`config.mk`:
```
export PLATFORM = sky130hd
export DESIGN_NAME = nrr_norm
export DESIGN_NICKNAME = d
export VERILOG_FILES = /design/src/sv/nrr_pkg.sv /design/src/sv/nrr_norm.sv
export SDC_FILE = /design/constraint.sdc
export NUM_CORES = 1
export LEC_CHECK = 0
export BUFFER_PORTS_ARGS = -buffer_cell sky130_fd_sc_hd__buf_2
export CAP_MARGIN = 0
export CORE_ASPECT_RATIO = 0.5
export CORE_MARGIN = 2
export CORE_UTILIZATION = 40
export CTS_CLUSTER_DIAMETER = 100
export DETAILED_ROUTE_END_ITERATION = 10
export HOLD_SLACK_MARGIN = 0.02
export PLACE_DENSITY = 0.68
export SYNTH_ARGS = -nofsm -noshare
export SYNTH_HDL_FRONTEND = slang
export SYNTH_SLANG_ARGS = --single-unit
export TNS_END_PERCENT = 30
```
`constraint.sdc`:
```
create_clock -name clk -period 7.1 [get_ports clk]
set_clock_uncertainty 0.05 [all_clocks]
set_input_delay 1.42 -clock clk [delete_from_list [all_inputs] [get_ports clk]]
set_output_delay 1.42 -clock clk [all_outputs]
set_load 0.05 [all_outputs]
```
`src/sv/nrr_pkg.sv`:
```
`default_nettype none

package nrr_pkg;

  localparam int DIV_W     = 64;
  localparam int NUM_W     = 23;
  localparam int RECIP_W   = 41;
  localparam int RATIO_W   = 63;
  localparam int PROD_W    = NUM_W + RECIP_W;
  localparam int STEPS_W   = 4;
  localparam int SHIFT_W   = 7;
  localparam int MAX_STEPS = 15;
  localparam int GROUPS    = DIV_W / 8;
  localparam int NORM_LAT  = 5;
  localparam int STEP_LAT  = 4;
  localparam int BACK_LAT  = 2;

  localparam logic [STEPS_W-1:0] STEPS_RESET = 4'd6;

  typedef struct packed {
    logic [DIV_W-1:0] divisor;
    logic [NUM_W-1:0] numerator;
  } nrr_in_t;

  typedef struct packed {
    logic [RECIP_W-1:0] reciprocal;
    logic [RATIO_W-1:0] ratio;
    logic               divide_error;
  } nrr_out_t;

  // Per-request sideband that rides along the Newton stages.
  typedef struct packed {
    logic               err;
    logic [SHIFT_W-1:0] p;
    logic [NUM_W-1:0]   num;
  } nrr_side_t;

  // Position of the highest set bit of a byte (0 for an empty byte).
  function automatic logic [2:0] msb8(input logic [7:0] b);
    logic [2:0] n;
    n = 3'd0;
    for (int i = 0; i < 8; i++) begin
      if (b[i]) begin
        n = 3'(i);
      end
    end
    return n;
  endfunction

endpackage

`default_nettype wire

```
`src/sv/nrr_norm.sv`:
```
`default_nettype none

// Range reduction: p = ceil(log2(x)), x' = x scaled to (0.5,1], seed y = 3 - 2x'.
module nrr_norm #(
  parameter int FRAC_BITS = 40
) (
  input  wire logic                   clk,
  input  wire logic                   rst_n,
  input  wire logic                   in_valid,
  input  wire nrr_pkg::nrr_in_t       in_data,
  output logic                        out_valid,
  output logic [FRAC_BITS+2:0]        out_xp,
  output logic [FRAC_BITS+2:0]        out_y,
  output nrr_pkg::nrr_side_t          out_side
);

  localparam int W  = FRAC_BITS + 3;
  localparam int SW = nrr_pkg::SHIFT_W;
  localparam logic [W-1:0]  THREE = W'(3) << FRAC_BITS;
  localparam logic [SW-1:0] FB    = SW'(FRAC_BITS);

  // stage 1: x - 1 (p = 64 - lzc(x - 1) covers x = 1 and x = 0 alike)
  logic                         s1_vld_r;
  logic [nrr_pkg::DIV_W-1:0]    s1_x_r, s1_xm1_r;
  nrr_pkg::nrr_side_t           s1_side_r, s1_side_nxt;

  // stage 2: per-byte occupancy and msb position
  logic                         s2_vld_r;
  logic [nrr_pkg::DIV_W-1:0]    s2_x_r;
  nrr_pkg::nrr_side_t           s2_side_r;
  logic [nrr_pkg::GROUPS-1:0]   s2_nz_r, s2_nz_nxt;
  logic [2:0]                   s2_msb_r [nrr_pkg::GROUPS];
  logic [2:0]                   s2_msb_nxt [nrr_pkg::GROUPS];

  // stage 3: p
  logic                         s3_vld_r;
  logic [nrr_pkg::DIV_W-1:0]    s3_x_r;
  nrr_pkg::nrr_side_t           s3_side_r, s3_side_nxt;

  // stage 4: x'
  logic                         s4_vld_r;
  nrr_pkg::nrr_side_t           s4_side_r;
  logic [W-1:0]                 s4_xp_r, s4_xp_nxt;

  // stage 5: seed
  logic                         s5_vld_r;
  nrr_pkg::nrr_side_t           s5_side_r;
  logic [W-1:0]                 s5_xp_r, s5_y_r, s5_y_nxt;

  always_comb begin
    s1_side_nxt     = '0;
    s1_side_nxt.err = (in_data.divisor == '0);
    s1_side_nxt.num = in_data.numerator;
  end

  always_comb begin
    for (int g = 0; g < nrr_pkg::GROUPS; g++) begin
      s2_nz_nxt[g]  = |s1_xm1_r[g*8 +: 8];
      s2_msb_nxt[g] = nrr_pkg::msb8(s1_xm1_r[g*8 +: 8]);
    end
  end

  always_comb begin
    s3_side_nxt   = s2_side_r;
    s3_side_nxt.p = '0;
    // highest occupied byte wins
    for (int g = 0; g < nrr_pkg::GROUPS; g++) begin
      if (s2_nz_r[g]) begin
        s3_side_nxt.p = SW'(g * 8 + 1) + SW'(s2_msb_r[g]);
      end
    end
  end

  always_comb begin
    if (s3_side_r.p <= FB) begin
      s4_xp_nxt = W'(s3_x_r) << (FB - s3_side_r.p);
    end else begin
      s4_xp_nxt = W'(s3_x_r >> (s3_side_r.p - FB));
    end
  end

  assign s5_y_nxt = THREE - (s4_xp_r << 1);

  always_ff @(posedge clk) begin
    if (!rst_n) begin
      s1_vld_r <= 1'b0;
      s2_vld_r <= 1'b0;
      s3_vld_r <= 1'b0;
      s4_vld_r <= 1'b0;
      s5_vld_r <= 1'b0;
    end else begin
      s1_vld_r <= in_valid;
      s2_vld_r <= s1_vld_r;
      s3_vld_r <= s2_vld_r;
      s4_vld_r <= s3_vld_r;
      s5_vld_r <= s4_vld_r;
    end
  end

  always_ff @(posedge clk) begin
    s1_x_r    <= in_data.divisor;
    s1_xm1_r  <= in_data.divisor - nrr_pkg::DIV_W'(1);
    s1_side_r <= s1_side_nxt;
    s2_x_r    <= s1_x_r;
    s2_side_r <= s1_side_r;
    s2_nz_r   <= s2_nz_nxt;
    s2_msb_r  <= s2_msb_nxt;
    s3_x_r    <= s2_x_r;
    s3_side_r <= s3_side_nxt;
    s4_side_r <= s3_side_r;
    s4_xp_r   <= s4_xp_nxt;
    s5_side_r <= s4_side_r;
    s5_xp_r   <= s4_xp_r;
    s5_y_r    <= s5_y_nxt;
  end

  assign out_valid = s5_vld_r;
  assign out_xp    = s5_xp_r;
  assign out_y     = s5_y_r;
  assign out_side  = s5_side_r;

endmodule

`default_nettype wire

```
==> results.toml, run 1 <==
[grt]
first_global_vias = 14909
grt_pass1_wl_um = 94000
antenna_found_initial = 3
globalRouteOverflowTotal = 0
track_usage = 0.219
largest_net_degree_at_the_start_of_global_routing = 65

[timing]
total_count_of_max_transition_violations_in_the_final_report = 0
fmax_ghz = 0.236
min_period_over_period = 0.598
max-slew-margin-rel = 0.0735
total_negative_setup_slack_ns = 0
rsz_0062_raised_after_global_routing = "false"
final-hold-violation-count = 0
final-setup-viol-count = 0
worst_slew_pin_slew_ns = 1.38
final_period_minus_worst_setup_slack_ns = 4.24

[logic_synthesis]
synthCells = 1909
yosys_register_bits = 561
postSynth.topFlopCell = "dfxtp_1"
synthesis.area_per_instance_um2 = 11.3
netlist-cell-type-count = 82
synth_area_mm2 = 0.0216
yosys_warnings = 0
synth-async-reset-ratio = 0
synth.yosys.seq_area_share = 0.519
post_synth_edffs = 0
synth_fp_nets = 2017

[layout]
fillerInstances = 4901
most_frequent_standard_cell_in_the_layout_excluding_fill_and_tap_cells = "dfxtp_1"
most-common-layout-cells = "dfxtp_1, buf_2, nor2_1, nand2_1, mux2i_1"
fin_nets = 2188
fin_util = 0.467
post_route_cells_drive_above_1_share = 0.242
area_growth_syn_to_layout_pct = 15.6

[die]
row_count = 60
die_area_mm2 = 0.0561
chipWidth_um = 333
floorplan.core_area_mm2 = 0.0536
boundaryPins = 208
die-height_um = 168
initial_core_util = 0.404

[pwr]
ratio_of_total_power_to_cell_area_mw_per_mm2 = 357
power_leakage_nw = 10.1
irDropWorstVdd_mv = 0.159

[critical_path]
timing.critical_path.cells = "buf_4 -> buf_4 -> mux4_2 -> and3_1 -> a31oi_1 -> o21ai_0 -> a22oi_1 -> o211ai_1"
timing.critical_path.required_ns = 7.45
crit_type = "register to register"
cpMostUsedCell = "buf_4"
worst_path_largest_cell_delay_ns = 0.87
worst-endpoint-arrival_ns = 4.60
critPathSlowestCell = "buf_4"
path_max_fanout = 62
kind_of_start_point_of_the_critical_path = "register"
critPathCaptureType = "register"

[cts]
cts_hold_repair.buffers = 0
cts-root-to-sink-buffers = 3
cts_max_level = 2
tritoncts.num_buffers = 49
tritoncts_clock_tree = "done"
insertion_delay_ns = 0.60
ctsRootBufferMaster = "clkbuf_16"
cts_resized = 0
post_cts_buffers = 0
sink_count_of_the_clock_tree = 561
clkTransAtPathRegs_ns = 0.08

[route]
drc = 0
detailroute.via_count = 15831
wirelength_um = 63200
detailedRoute.firstPassIterationCount = 6
wl_per_cell_um = 22.3
drt-vias-per-instance = 5.58
drt-initial-drc-count = 1943
drt.antenna.violating_nets = 0

[job]
max_cap_violations = 0

[placed_design]
dp_hpwl_um = 46800
port_buffers = 206
gp_congestion = 1.07

[min_path]
hold_path.class = "register to register"

[outcome]
status = "completed"
## logic make-up (layout without fill, tap and decap cells)
| group | count (synthesis) | count (layout) | share of synthesized area |
|---|---|---|---|
| AND/OR/NAND/NOR | 522 | 522 | 0.120 |
| adder cells (fa/ha/maj) | 18 | 18 | 0.0104 |
| XOR/XNOR | 108 | 108 | 0.0447 |
| AO/OA/AOI/OAI | 298 | 298 | 0.0947 |
| other | 1 | 5 | 0.000173 |
| buffers and inverters | 136 | 347 | 0.0273 |
| multiplexers | 265 | 265 | 0.184 |
| flip-flops | 561 | 561 | 0.519 |
## stage by stage
| step | setup WS [ns] | instances | hold slack, ns | total power [W] | area [um^2] |
|---|---|---|---|---|---|
| floorplan | 3.26 | 1909 | 0.260 | 0.00542 | 21600 |
| global placement | 2.94 | 2742 | 0.260 | 0.00615 | 23300 |
| detailed placement | 2.88 | 2742 | 0.262 | 0.00616 | 23300 |
| CTS | 2.86 | 2833 | 0.265 | 0.00897 | 25000 |
| global route | 2.56 | 2836 | 0.263 | 0.00928 | 25000 |
| finish | 2.86 | 2837 | 0.261 | 0.00894 | 25000 |
## Yosys cell counts, drive strengths merged (14+ instances only)
library cell    n  area, um^2
o22ai          26         163
mux2i         102        1020
nor2          164         616
nor3           45         236
or4            24         213
o21ai          56         280
nand3          19         108
a211oi         19         143
a21oi          50         250
nor4           24         201
buf            50         268
xor2           54         480
ha             18         225
xnor2          54         488
dfxtp         561       11200
o211ai         23         173
nand2         148         556
inv            30         113
and2           14        87.6
nor2b          16         100
mux4           99        2230
clkbuf         55         206
mux2           64         721
## where the power goes
part | switching, W | internal, W
Combinational | 0.00162 | 0.000751
Sequential | 0.000254 | 0.00351
Clock | 0.00125 | 0.00155
## per-layer routing
metal / global-route usage / wire (um) / vias to the layer above / share of wire
li1: - / - / 7293 / -
met1: 0.304 / 27400 / 7618 / 0.43
met2: 0.337 / 28000 / 791 / 0.44
met3: 0.0469 / 5540 / 129 / 0.088
met4: 0.0797 / 2210 / 0 / 0.035
met5: 0 / 0 / - / 0
## area by class of cell
type | instances | area, um^2 | area share
Sequential cell | 561 | 11200 | 0.449
Multi-Input combinational cell | 1212 | 9850 | 0.394
Clock buffer | 60 | 1330 | 0.0531
Timing Repair Buffer | 225 | 1170 | 0.0469
Tap cell | 713 | 892 | 0.0357
Clock inverter | 31 | 397 | 0.0159
Inverter | 31 | 116 | 0.00465
Antenna cell | 4 | 10.0 | 0.000400
## registers in the layout, summed over array words and instances (netlist names), 8 cells and up
signal	flops
out_side	31
out_xp	43
out_y	41
s1_side_r	24
s1_x_r	64
s1_xm1_r	64
s2_msb_r	24
s2_nz_r	8
s2_side_r	24
s2_x_r	64
s3_side_r	31
s3_x_r	64
s4_side_r	31
s4_xp_r	43
## worst max-delay path: cells and delay by family, from the launching register on
| family | cells | cell delay, ns |
|---|---|---|
| compound gates | 4 | 0.89 |
| buf+inv | 2 | 1.54 |
| flops | 1 | 0.68 |
| mux | 1 | 0.63 |
| simple gates | 1 | 0.20 |
## worst paths after layout
path | from | to | slack [ns] | cells past startpoint
worst max-delay path | s3_side_r[23]$_DFF_P_ | s4_xp_r[0]$_DFF_P_ | 2.86 | 8
worst min-delay path | s2_x_r[36]$_DFF_P_ | s3_x_r[36]$_DFF_P_ | 0.26 | 0
worst max register to register | s3_side_r[23]$_DFF_P_ | s4_xp_r[0]$_DFF_P_ | 2.86 | 8
worst min register to register | s2_x_r[36]$_DFF_P_ | s3_x_r[36]$_DFF_P_ | 0.26 | 0
Note: power is estimated with default switching activity, not from simulation.
==> run 2: changes to the inputs <==
--- a/config.mk
+++ b/config.mk
@@ -13,7 +13,7 @@
 export CTS_CLUSTER_DIAMETER = 100
 export DETAILED_ROUTE_END_ITERATION = 10
 export HOLD_SLACK_MARGIN = 0.02
-export PLACE_DENSITY = 0.68
+export PLACE_DENSITY = 0.7
 export SYNTH_ARGS = -nofsm -noshare
 export SYNTH_HDL_FRONTEND = slang
 export SYNTH_SLANG_ARGS = --single-unit
==> constraint.sdc (replaced) <==
create_clock -name clk -period 3.65 [get_ports clk]
set_clock_uncertainty 0.05 [all_clocks]
set_input_delay 0.73 -clock clk [delete_from_list [all_inputs] [get_ports clk]]
set_output_delay 0.73 -clock clk [all_outputs]
set_load 0.05 [all_outputs]
==> results.toml, run 2 (synthesis results as in run 1) <==
[timing]
worst_slew_pin_slew_ns = 0.877
total_negative_setup_slack_ns = 0
final-hold-violation-count = 0
finalWorstSetupSlack_ns = 0.501
fmax_ghz = 0.318
rsz_0062_raised_after_global_routing = "false"
final_period_minus_worst_setup_slack_ns = 3.15
max-slew-margin-rel = 0.411
total_count_of_max_transition_violations_in_the_final_report = 0
final-setup-viol-count = 0
min_period_over_period = 0.863

[critical_path]
timing.critical_path.required_ns = 4.05
category_of_cells_accounting_for_the_largest_share_of_critical_path_delay = "multiplexers"
worst_path_largest_cell_delay_ns = 0.69
crit_type = "register to register"
kind_of_start_point_of_the_critical_path = "register"
depth_of_the_worst_register_to_register_path = 7
path_max_fanout = 23
crit-reg2reg-capture = "s4_xp_r[13]$_DFF_P_"
timing.critical_path.buf_inv = 2
timing.reg2reg.setup_slack_ns = 0.50
critPathSlowestCell = "ha_2"
worst-endpoint-arrival_ns = 3.55
critPathCaptureType = "register"
crit-reg2reg-launch = "s3_side_r[23]$_DFF_P_"
timing.critical_path.cells = "inv_1 -> ha_2 -> buf_4 -> mux2_2 -> mux2i_1 -> a21oi_1 -> o221ai_1"

[layout]
post_route_cells_drive_above_1_share = 0.257
area_growth_syn_to_layout_pct = 17.0
multiInputGateArea_mm2 = 0.00984
fillerInstances = 4912
final-seq-area_mm2 = 0.0112
most-common-layout-cells = "dfxtp_1, buf_2, nor2_1, nand2_1, mux2i_1"
most_frequent_standard_cell_in_the_layout_excluding_fill_and_tap_cells = "dfxtp_1"
fin_nets = 2238

[pwr]
internal-power_w = 0.0113
net_switching_power_of_the_design_w = 0.00605
switching_share = 0.349
power_leakage_nw = 10.3
power_frac_comb = 0.279
pwr-share-seq = 0.421
ratio_of_total_power_to_cell_area_mw_per_mm2 = 685
irDropWorstVdd_mv = 0.308
share_clk_of_total_power = 0.300

[die]
die-height_um = 168
row_count = 60
boundaryPins = 208
chipWidth_um = 333
initial_core_util = 0.404
floorplan.core_area_mm2 = 0.0536
die_area_mm2 = 0.0561

[placed_design]
gp_congestion = 1.01
pre_cts_slack_ns = 0.369
dp_hpwl_um = 49300
port_buffers = 206

[grt]
globalRouteOverflowTotal = 0
grt_pass1_wl_um = 97200
first_global_vias = 15143
track_usage = 0.227
largest_net_degree_at_the_start_of_global_routing = 64
antenna_found_initial = 2

[route]
detailroute.via_count = 16021
wirelength_um = 65000
met3_wirelength_um = 5720
drt-initial-drc-count = 1750
detailedRoute.firstPassIterationCount = 7
drc = 0
met1Wirelength_um = 28200
top_layer_used = "met4"
drt-vias-per-instance = 5.57
wl_per_cell_um = 22.6
met2_wirelength_um = 28700
drt.antenna.violating_nets = 0

[cts]
tritoncts.num_buffers = 47
cts_max_level = 2
clkTransAtPathRegs_ns = 0.07
sink_count_of_the_clock_tree = 561
cts-root-to-sink-buffers = 3
ctsRootBufferMaster = "clkbuf_16"
post_cts_buffers = 0
insertion_delay_ns = 0.63
cts_resized = 0
tritoncts_clock_tree = "done"
cts_hold_repair.buffers = 0

[min_path]
hold_path_startpoint = "in_data[20]"
hold_path_end = "s1_side_r[20]$_DFF_P_"
hold_path.class = "input port to register"
timing.hold.worst_path_depth = 1

[job]
max_cap_violations = 0

[outcome]
status = "completed"
[run 2: cell type report]
type                            instances  area share
Sequential cell                       561       0.444
Multi-Input combinational cell       1212       0.388
Timing Repair Buffer                  277      0.0642
Clock buffer                           58      0.0517
Tap cell                              713      0.0352
Clock inverter                         24      0.0118
Inverter                               31     0.00460
Antenna cell                            1   0.0000988
[run 2: how the worst max path moves through the flow]
stage | from | to | slack [ns] | cells past startpoint
after detailed placement | in_data[42] | s1_xm1_r[56]$_DFF_P_ | 0.37 | 8
after floorplan | s3_side_r[24]$_DFF_P_ | s4_xp_r[22]$_DFF_P_ | 0.06 | 14
after CTS | s3_side_r[23]$_DFF_P_ | s4_xp_r[13]$_DFF_P_ | 0.53 | 7
final | s3_side_r[23]$_DFF_P_ | s4_xp_r[13]$_DFF_P_ | 0.50 | 7
after global routing | s3_side_r[23]$_DFF_P_ | s4_xp_r[41]$_DFF_P_ | 0.30 | 8
after global placement | in_data[42] | s1_xm1_r[56]$_DFF_P_ | 0.36 | 8
[run 2: stage by stage]
stage | utilization | instances | hold slack (ns) | cell area (um^2) | total power [W]
3_5_place_dp | 0.442 | 2794 | 0.262 | 23700 | 0.0122
4_1_cts | 0.472 | 2876 | 0.153 | 25300 | 0.0174
6_report | 0.472 | 2877 | 0.186 | 25300 | 0.0173
2_1_floorplan | - | 1909 | 0.260 | 21700 | 0.0106
5_1_grt | 0.472 | 2877 | 0.154 | 25300 | 0.0180
3_3_place_gp | 0.442 | 2794 | 0.260 | 23700 | 0.0122
[run 2: routing by layer]
metal / GRT usage / vias up
met5: 0 / -
met4: 0.0773 / 0
met3: 0.0490 / 146
met2: 0.351 / 797
met1: 0.317 / 7694
li1: - / 7384
[run 2: power groups by stage]
stage / sequential (W) / combinational [W] / clock, W
after global routing: 0.00737 / 0.00505 / 0.00558
after floorplan: 0.00837 / 0.00219 / 0
final: 0.00729 / 0.00484 / 0.00521
after global placement: 0.00741 / 0.00475 / 0
after detailed placement: 0.00743 / 0.00474 / 0
after CTS: 0.00729 / 0.00476 / 0.00534
==> run 3: changes to the inputs <==
--- a/config.mk
+++ b/config.mk
@@ -9,11 +9,11 @@
 export CAP_MARGIN = 0
 export CORE_ASPECT_RATIO = 0.5
 export CORE_MARGIN = 2
-export CORE_UTILIZATION = 40
+export CORE_UTILIZATION = 27
 export CTS_CLUSTER_DIAMETER = 100
 export DETAILED_ROUTE_END_ITERATION = 10
 export HOLD_SLACK_MARGIN = 0.02
-export PLACE_DENSITY = 0.7
+export PLACE_DENSITY = 0.54
 export SYNTH_ARGS = -nofsm -noshare
 export SYNTH_HDL_FRONTEND = slang
 export SYNTH_SLANG_ARGS = --single-unit
==> results.toml, run 3 (synthesis results as in run 1) <==
[die]
initial_core_util = 0.273
die_area_mm2 = 0.0826
row_count = 73
boundaryPins = 208
floorplan.core_area_mm2 = 0.0794
chipWidth_um = 404
die-height_um = 204

[cts]
cts_resized = 0
tritoncts_clock_tree = "done"
clkTransAtPathRegs_ns = 0.08
cts_hold_repair.buffers = 0
cts_max_level = 2
insertion_delay_ns = 0.63
post_cts_buffers = 0
sink_count_of_the_clock_tree = 561
tritoncts.num_buffers = 51
cts-root-to-sink-buffers = 3
ctsRootBufferMaster = "clkbuf_16"

[critical_path]
worst-endpoint-arrival_ns = 3.75
crit_type = "register to register"
timing.reg2reg.setup_slack_ns = 0.35
critPathCaptureType = "register"
path_max_fanout = 14
timing.critical_path.required_ns = 4.10
kind_of_start_point_of_the_critical_path = "register"

[grt]
first_global_vias = 15244
grt_pass1_wl_um = 98800
track_usage = 0.159
largest_net_degree_at_the_start_of_global_routing = 72
antenna_found_initial = 2
globalRouteOverflowTotal = 0

[timing]
max-slew-margin-rel = 0.405
worst_slew_pin_slew_ns = 0.888
final-hold-violation-count = 0
total_negative_setup_slack_ns = 0
final_period_minus_worst_setup_slack_ns = 3.30
rsz_0062_raised_after_global_routing = "false"
fmax_ghz = 0.303
total_count_of_max_transition_violations_in_the_final_report = 0
final-setup-viol-count = 0
min_period_over_period = 0.904

[route]
drt-initial-drc-count = 1432
wirelength_um = 66800
drt.antenna.violating_nets = 0
detailedRoute.firstPassIterationCount = 6
drc = 0
wl_per_cell_um = 20.7
drt-vias-per-instance = 4.84
detailroute.via_count = 15650

[pwr]
power.total_w = 0.0180
ratio_of_total_power_to_cell_area_mw_per_mm2 = 691
power_leakage_nw = 10.4
irDropWorstVdd_mv = 0.354

[placed_design]
dp_hpwl_um = 51700
gp_congestion = 0.963
port_buffers = 206

[layout]
most-common-layout-cells = "dfxtp_1, buf_2, nor2_1, nand2_1, mux2i_1"
fillerInstances = 7967
fin_util = 0.328
most_frequent_standard_cell_in_the_layout_excluding_fill_and_tap_cells = "dfxtp_1"
post_route_cells_drive_above_1_share = 0.263
area_growth_syn_to_layout_pct = 20.3
fin_nets = 2246

[min_path]
hold_path.class = "input port to register"

[job]
max_cap_violations = 0

[outcome]
status = "completed"
[run 3: cell types whose count changed in the layout (fill, tap and decap cells not counted), moves of 2 or more]
cell	change
buf_4	+5
bufinv_16	+4
clkbuf_16	+3
clkbuf_8	+2
clkinv_2	-2
clkinvlp_4	+5
inv_8	+2
[run 3: final cells by class]
| type | count | area, um^2 | share of cell area |
|---|---|---|---|
| clock buffers | 63 | 1410 | 0.0542 |
| inverters | 31 | 116 | 0.00447 |
| flip-flops and latches | 561 | 11200 | 0.432 |
| well taps | 1050 | 1310 | 0.0504 |
| multi-input cells | 1212 | 9840 | 0.378 |
| diodes | 1 | 2.50 | 0.0000961 |
| clock inverters | 32 | 478 | 0.0184 |
| repair buffers | 281 | 1640 | 0.0631 |
[run 3: report_power, final]
| group | internal [W] | switching, W |
|---|---|---|
| sequential | 0.00682 | 0.000473 |
| clock | 0.00338 | 0.00250 |
| combinational | 0.00159 | 0.00324 |
| total | 0.0118 | 0.00621 |
[run 3: critical path, cell delays in order (launching register included)]
cell and delay (ns):
dfxtp_2 0.52, clkinv_1 0.15, ha_2 0.58, buf_4 0.26, mux2i_1 0.49, nor2_1 0.07, a2111oi_0 0.58, buf_4 0.21
a211oi_1 0.05, a21o_1 0.22
[run 3: worst paths after layout]
path | start | end | cells after the start
setup / recovery | s3_side_r[24]$_DFF_P_ | s4_xp_r[41]$_DFF_P_ | 9
setup reg to reg | s3_side_r[24]$_DFF_P_ | s4_xp_r[41]$_DFF_P_ | 9
hold / removal | in_data[1] | s1_side_r[1]$_DFF_P_ | 1
hold reg to reg | s1_x_r[3]$_DFF_P_ | s2_x_r[3]$_DFF_P_ | 0
[run 3: metal layers]
metal / vias to the layer above / share of wire / global-route usage
met5: - / 0 / 0
met4: 0 / 0.026 / 0.0470
met3: 115 / 0.061 / 0.0245
met2: 553 / 0.46 / 0.256
met1: 7577 / 0.45 / 0.219
li1: 7405 / - / -
[run 3: through the flow]
step                hold WS (ns)  area [um^2]  setup WS (ns)  cells
floorplan                  0.260        21700         0.0619   1909
global placement           0.260        24200          0.352   3135
detailed placement         0.262        24200          0.342   3135
CTS                        0.129        26000          0.473   3230
global route               0.131        26000          0.306   3231
finish                     0.164        26000          0.349   3231
